### src/hdl/fvds_pkg.sv
package fvds_pkg;

  localparam int COORD_W    = 32;
  localparam int DIFF_W     = COORD_W + 1;
  localparam int DV_W       = COORD_W + 3;
  localparam int N_W        = 2 * DIFF_W + 1;
  localparam int NSQ_W      = 2 * N_W + 2;
  localparam int DSQ_W      = 2 * DV_W + 2;
  localparam int NDP_W      = N_W + DV_W;
  localparam int DOT_W      = NDP_W + 2;

  localparam int OUT_FRAC   = 16;
  localparam int INT_W      = OUT_FRAC + 1;
  localparam int QUO_W      = 2 * OUT_FRAC + 1;
  localparam int R_W        = NSQ_W + DSQ_W;
  localparam int L_W        = R_W + 2 * OUT_FRAC;

  localparam int MUL_LIMB_W  = 32;
  localparam int MUL_LIMBS   = 5;
  localparam int MUL_W       = MUL_LIMB_W * MUL_LIMBS;
  localparam int PROD_W      = 2 * MUL_W;
  localparam int TREE_LVLS   = $clog2(MUL_LIMBS);
  localparam int TREE_LEAVES = 1 << TREE_LVLS;
  localparam int MUL_LAT     = 2 + TREE_LVLS;

  localparam int GEO_LAT    = 5 + 2 * MUL_LAT;
  localparam int RAT_LAT    = 1 + MUL_LAT + QUO_W;
  localparam int SQ_LAT     = INT_W + 1;
  localparam int TOTAL_LAT  = GEO_LAT + RAT_LAT + SQ_LAT;

  localparam int CFG_DATA_W = 32;
  localparam int ADDR_W     = 4;
  localparam logic [1:0] REG_EYE_X = 2'd0;
  localparam logic [1:0] REG_EYE_Y = 2'd1;
  localparam logic [1:0] REG_EYE_Z = 2'd2;

  typedef struct packed {
    logic normal_degenerate;
    logic eye_on_center;
  } flags_t;

endpackage

### src/hdl/fvds_isqrt.sv
module fvds_isqrt (
  input  logic                       clk,
  input  logic                       en,
  input  logic [fvds_pkg::QUO_W-1:0] rad,
  input  fvds_pkg::flags_t           flags_in,
  output logic [fvds_pkg::INT_W-1:0] intensity,
  output fvds_pkg::flags_t           flags_out
);
  import fvds_pkg::*;

  logic [INT_W-1:0] q_r   [INT_W];
  logic [QUO_W-1:0] rad_r [INT_W];
  flags_t           flg_r [INT_W];
  logic [INT_W-1:0] int_r;
  flags_t           fout_r;

  for (genvar s = 0; s < INT_W; s++) begin : g_root
    localparam int BIT = INT_W - 1 - s;
    logic [INT_W-1:0]   q_in;
    logic [QUO_W-1:0]   rad_in;
    flags_t             flg_in;
    logic [INT_W-1:0]   cand;
    logic [2*INT_W-1:0] cand_sq;

    if (s == 0) begin : g_first
      assign q_in   = '0;
      assign rad_in = rad;
      assign flg_in = flags_in;
    end else begin : g_next
      assign q_in   = q_r[s-1];
      assign rad_in = rad_r[s-1];
      assign flg_in = flg_r[s-1];
    end

    assign cand    = q_in | (INT_W'(1) << BIT);
    assign cand_sq = (2*INT_W)'(cand) * (2*INT_W)'(cand);

    always_ff @(posedge clk) begin
      if (en) begin
        q_r[s]   <= (cand_sq <= (2*INT_W)'(rad_in)) ? cand : q_in;
        rad_r[s] <= rad_in;
        flg_r[s] <= flg_in;
      end
    end
  end

  always_ff @(posedge clk) begin
    if (en) begin
      int_r  <= (flg_r[INT_W-1].normal_degenerate || flg_r[INT_W-1].eye_on_center)
              ? '0 : q_r[INT_W-1];
      fout_r <= flg_r[INT_W-1];
    end
  end

  assign intensity = int_r;
  assign flags_out = fout_r;

endmodule

### config.mk
export PLATFORM = sky130hd
export DESIGN_NAME = fvds_isqrt
export DESIGN_NICKNAME = d
export VERILOG_FILES = /design/src/hdl/fvds_pkg.sv /design/src/hdl/fvds_isqrt.sv
export SDC_FILE = /design/constraint.sdc
export NUM_CORES = 2
export LEC_CHECK = 0
export BUFFER_PORTS_ARGS = -buffer_cell sky130_fd_sc_hd__buf_2
export CORE_MARGIN = 2
export CORE_UTILIZATION = 40
export DETAILED_ROUTE_END_ITERATION = 10
export SETUP_SLACK_MARGIN = 0.2
export SLEW_MARGIN = 20
export SYNTH_ARGS = -nofsm -noshare
export SYNTH_HDL_FRONTEND = slang
export SYNTH_SLANG_ARGS = --single-unit
### constraint.sdc
create_clock -name clk -period 9.7 [get_ports clk]
set_clock_uncertainty 0.15 [all_clocks]
set_input_delay 0.485 -clock clk [delete_from_list [all_inputs] [get_ports clk]]
set_output_delay 0.485 -clock clk [all_outputs]
set_load 0.005 [all_outputs]
# After elaboration in Yosys (flattened, before gate mapping)
# Memory sizes are Yosys's and may differ from the RTL's. A register that Yosys moved wholly into a read port is not among the register bits.
# Cells that the tools add are included.
[totals]
reg_bits = 2
ramBits = 884
input_bits = 37
out_inout_bits = 19
elab_cells = 58
n_memories = 3
[memory_table]
columns = ["memory", "depth", "word_bits", "rd", "rd_clocked_by_memory_dff", "wr", "line_no", "source"]
rows = [
  ["rad_r", 17, 33, 16, 0, 17, "fvds_isqrt.sv:12", "logic [QUO_W-1:0] rad_r [INT_W];"],
  ["q_r", 17, 17, 17, 1, 17, "fvds_isqrt.sv:11", "logic [INT_W-1:0] q_r [INT_W];"],
  ["flg_r", 17, 2, 17, 0, 17, "fvds_isqrt.sv:13", "flags_t flg_r [INT_W];"],
]
[classes]
n_mul = 16
n_lt_le_gt_ge = 17
muxes = 19
n_reduce_logical = 1
[op_table]
columns = ["op", "n"]
rows = [
  ["$le A34 B33 Y1", 16],
  ["$mul A17 B17 Y34", 16],
  ["$le A33 B33 Y1 const A", 1],
  ["$mux W17", 1],
  ["$mux W16", 1],
  ["$mux W15", 1],
  ["$mux W14", 1],
  ["$mux W13", 1],
  ["$mux W12", 1],
  ["$mux W11", 1],
  ["$mux W10", 1],
  ["$mux W9", 1],
  ["$mux W8", 1],
  ["$mux W7", 1],
  ["$mux W6", 1],
  ["$mux W5", 1],
  ["$mux W4", 1],
  ["$mux W1", 3],
  ["$mux W3", 1],
  ["$mux W2", 1],
  ["$logic_or A1 B1 Y1", 1],
]

# Depth between registers and ports, before layout
# An unclocked memory read counts as a cell.
[logic_depth]
depth_word = 4
ltp_mapped = 34
ltp_nobuf = 33

# Worst setup path after synthesis
# Ideal clock, no wire load.
[synth_timing]
kind = "reg-to-reg"
start = "mem q_r[15][10] in the netlist's numbering"
end = "mem q_r[16][0] in the netlist's numbering (data pin)"
setup_time_ns = 0.256
arrival_ns = 7.215
required_ns = 9.294
setup_slack_ns = 2.079
path_stages_with_launch = 32
path_buffers = 1
synth_period_minus_slack_ns = 7.621
path_cell_list = "edfxtp_1 > inv_1 > clkbuf_1 > nor2_1 > fa_1 > inv_1 > fa_1 > inv_1 > fa_1 > fa_1 > fa_1 > inv_1 > fa_1 > inv_1 > ha_1 > o21ai_0 > a21oi_1 > a21bo_2 > and3_1 > a311oi_1 > nor3b_1 > o21ai_0 > nand2b_1 > xor2_1 > ha_1 > nand4_1 > nor2_1 > nand3_1 > nor3_1 > a31oi_1 > a31oi_1 > nor2_1"
[synth_rtl]
columns = ["element", "line_no"]
rows = [
  ["start: declaration", "fvds_isqrt.sv:11"],
]

==> results.py <==
metrics = {
    "outcome": {
        "status": "finished clean",
    },
    "setup_path": {
        "startpoint_type": "flop",
        "critPathKind": "flop to flop",
        "critPathMostFrequentCell": "fa_1",
        "rr_startpoint": "q_r[15][12]$_DFFE_PP_",
        "r2r-end": "q_r[16][0]$_DFFE_PP_",
        "endpoint_kind": "flop",
        "ff2ff_path_depth": 28,
        "path_max_fanout": 19,
        "slowest_stage": "edfxtp_1",
        "reg2reg_slack_ps": 1200,
        "cp_slowest_stage_delay_ps": 950,
        "required_ps": 9990,
        "setup.worst_path.end": "q_r[16][0]$_DFFE_PP_",
        "critPathLaunch": "q_r[15][12]$_DFFE_PP_",
        "worstPathArrival_ps": 8790,
    },
    "place": {
        "globalplace.congestion": 0.868,
        "dp_hpwl_mm": 135,
        "port-buffer-count": 55,
        "dp_slack_ps": 1240,
    },
    "logic_synthesis": {
        "yosysTopAreaCell": "edfxtp_1",
        "synthDistinctLibCells": 78,
        "ys_seq_elements": 734,
        "ys_seq_area_share_pct": 28.3,
        "yosysTopAreaCellShare_pct": 28.3,
        "synthesis.area_sq_um": 77900,
        "syn_avg_cell_area_sq_um": 11.0,
        "syn-num-nets": 9320,
        "synth_ff_type": "edfxtp_1",
        "synthCells": 7069,
        "async_reset_ff_share_pct": 0,
        "yosysWarnings": 0,
        "synth_edf_count": 734,
        "synth_area_leaders": "edfxtp_1 28%, fa_1 25%, ha_1 20%",
    },
    "job": {
        "maxCapViolCount": 0,
    },
    "detailed_routing": {
        "drtIter0Drc": 2755,
        "first_pass_iters": 5,
        "drc": 0,
        "wire_per_inst_microns": 17.0,
        "wirelength_mm": 166,
        "vias_per_cell": 4.93,
        "antenna_left": 0,
        "vias": 48100,
    },
    "finish": {
        "drive_above_1_share_pct": 3.73,
        "multiInputGateArea_sq_um": 49300,
        "final_cell_mix": "1634 x inv_1, 1222 x ha_1, 992 x fa_1",
        "num-fill-cells": 18200,
        "area_growth_pct": 8.22,
        "nets": 9420,
        "final_util_pct": 43.7,
        "mostFrequentLayoutCell": "inv_1",
        "seqCellArea_sq_um": 22000,
    },
    "sta": {
        "relSlewSlack_pct": 29.8,
        "drv_slew": 0,
        "worst_slew_pin_slew_ps": 1050,
        "period_needed_ps": 8500,
        "setup_viol": 0,
        "timing.fmax_mhz": 118,
        "hold_violations": 0,
        "period_share_pct": 87.7,
        "holdWs_ps": 177,
        "fin_ws_ps": 1200,
        "setup_tns_ps": 0,
        "rsz0062_at_grt": "no",
    },
    "floorplan": {
        "die_area_sq_um": 198000,
        "io_pins": 56,
        "core_sq_um": 193000,
        "rows": 161,
        "die_x_microns": 445,
        "initial_core_util_pct": 40.4,
        "die_h_microns": 445,
    },
    "clock_tree": {
        "cts_num_sinks": 734,
        "cts_setup_buffers": 0,
        "cts_buffers": 83,
        "htree_levels": 3,
        "cts_tree": "yes",
        "cts_buffer_depth": 3,
        "clock_latency_ps": 710,
        "root_buffer": "clkbuf_16",
        "cts.clk_slew.worst_paths_ps": 60,
    },
    "hold_path": {
        "hold_start": "en",
        "hold_class": "input port to flop",
    },
    "global_routing": {
        "grt_pass1_wl_mm": 276,
        "grt_pass1_vias": 51800,
        "antenna_found_initial": 4,
        "grt-ovfl-total": 0,
        "grt_max_degree": 180,
        "grt_use_total_pct": 17.5,
    },
}
==> Yosys cell counts (all sizes together) (16+ instances only) <==
| cell | instances |
|---|---|
| a211oi | 24 |
| a21o | 130 |
| a21oi | 220 |
| a31oi | 18 |
| and2 | 344 |
| and3 | 25 |
| clkbuf | 105 |
| edfxtp | 734 |
| fa | 992 |
| ha | 1222 |
| inv | 1635 |
| nand2 | 390 |
| nand2b | 47 |
| nand3 | 51 |
| nand4 | 57 |
| nor2 | 249 |
| nor2b | 50 |
| nor3 | 48 |
| nor4 | 36 |
| o21a | 24 |
| o21ai | 140 |
| o21bai | 19 |
| or2 | 25 |
| or3 | 16 |
| xnor2 | 258 |
| xor2 | 56 |
==> flip-flops by register name, summed over array words and instances (netlist names) <==
signal / flops
flags_out: 2
intensity: 17
rad_r: 528
q_r: 153
flg_r: 34
==> cells by family after synthesis <==
logic type      Yosys count  share of synthesized area (%)
flops                   734                           28.3
mux                      15                          0.215
xor+xnor                314                           3.53
simple gates           1376                           8.94
buf+inv                1741                           8.39
compound gates          675                           5.50
fa+ha+maj              2214                           45.1
==> worst min-delay path by stage <==
| stage | cells past startpoint | slack [ps] | endpoint |
|---|---|---|---|
| after global placement | 0 | 250 | flg_r[5][1]$_DFFE_PP_ |
| final | 1 | 180 | q_r[10][15]$_DFFE_PP_ |
| after CTS | 1 | 150 | q_r[10][15]$_DFFE_PP_ |
| after detailed placement | 0 | 250 | flg_r[3][0]$_DFFE_PP_ |
| after floorplan | 0 | 250 | flg_r[10][0]$_DFFE_PP_ |
| after global routing | 1 | 150 | q_r[10][15]$_DFFE_PP_ |
==> critical path: cells and delay by family, from the launching register on <==
| family | cells | cell delay [ps] |
|---|---|---|
| adder cells (fa/ha/maj) | 8 | 3740 |
| AO/OA/AOI/OAI | 7 | 1590 |
| AND/OR/NAND/NOR | 9 | 1510 |
| flip-flops | 1 | 950 |
| buffers and inverters | 3 | 160 |
| XOR/XNOR | 1 | 140 |
==> what timing repair did <==
action / CTS / global route
hold endpoints to repair: 36 / 0
gates resized for setup: 0 / 0
hold buffers: 35 / 0
==> layer usage <==
layer | vias to the layer above | routed length [microns] | part of all wire (%) | track usage [%]
li1 | 23100 | - | - | -
met1 | 24100 | 76000 | 46 | 24.1
met2 | 826 | 79400 | 48 | 29.2
met3 | 210 | 6720 | 4.1 | 2.14
met4 | 0 | 3840 | 2.3 | 4.07
met5 | - | 0 | 0 | 0
==> area by class of cell <==
class                   instances  area share [%]
well taps                    2526            3.75
inverters                    1635            7.28
diodes                          1         0.00297
clock inverters                56           0.770
multi-input cells            4594            58.5
repair buffers                121            1.04
clock buffers                  91            2.50
flip-flops and latches        734            26.1
==> through the flow <==
step / cell area [sq um] / cells
global placement: 81200 / 9575
finish: 84300 / 9758
global route: 84300 / 9757
detailed placement: 81200 / 9575
floorplan: 77900 / 7069
CTS: 84300 / 9757
Power is not shown: default switching activity piles up to over one toggle a cycle in this logic, so the estimate is an artifact.
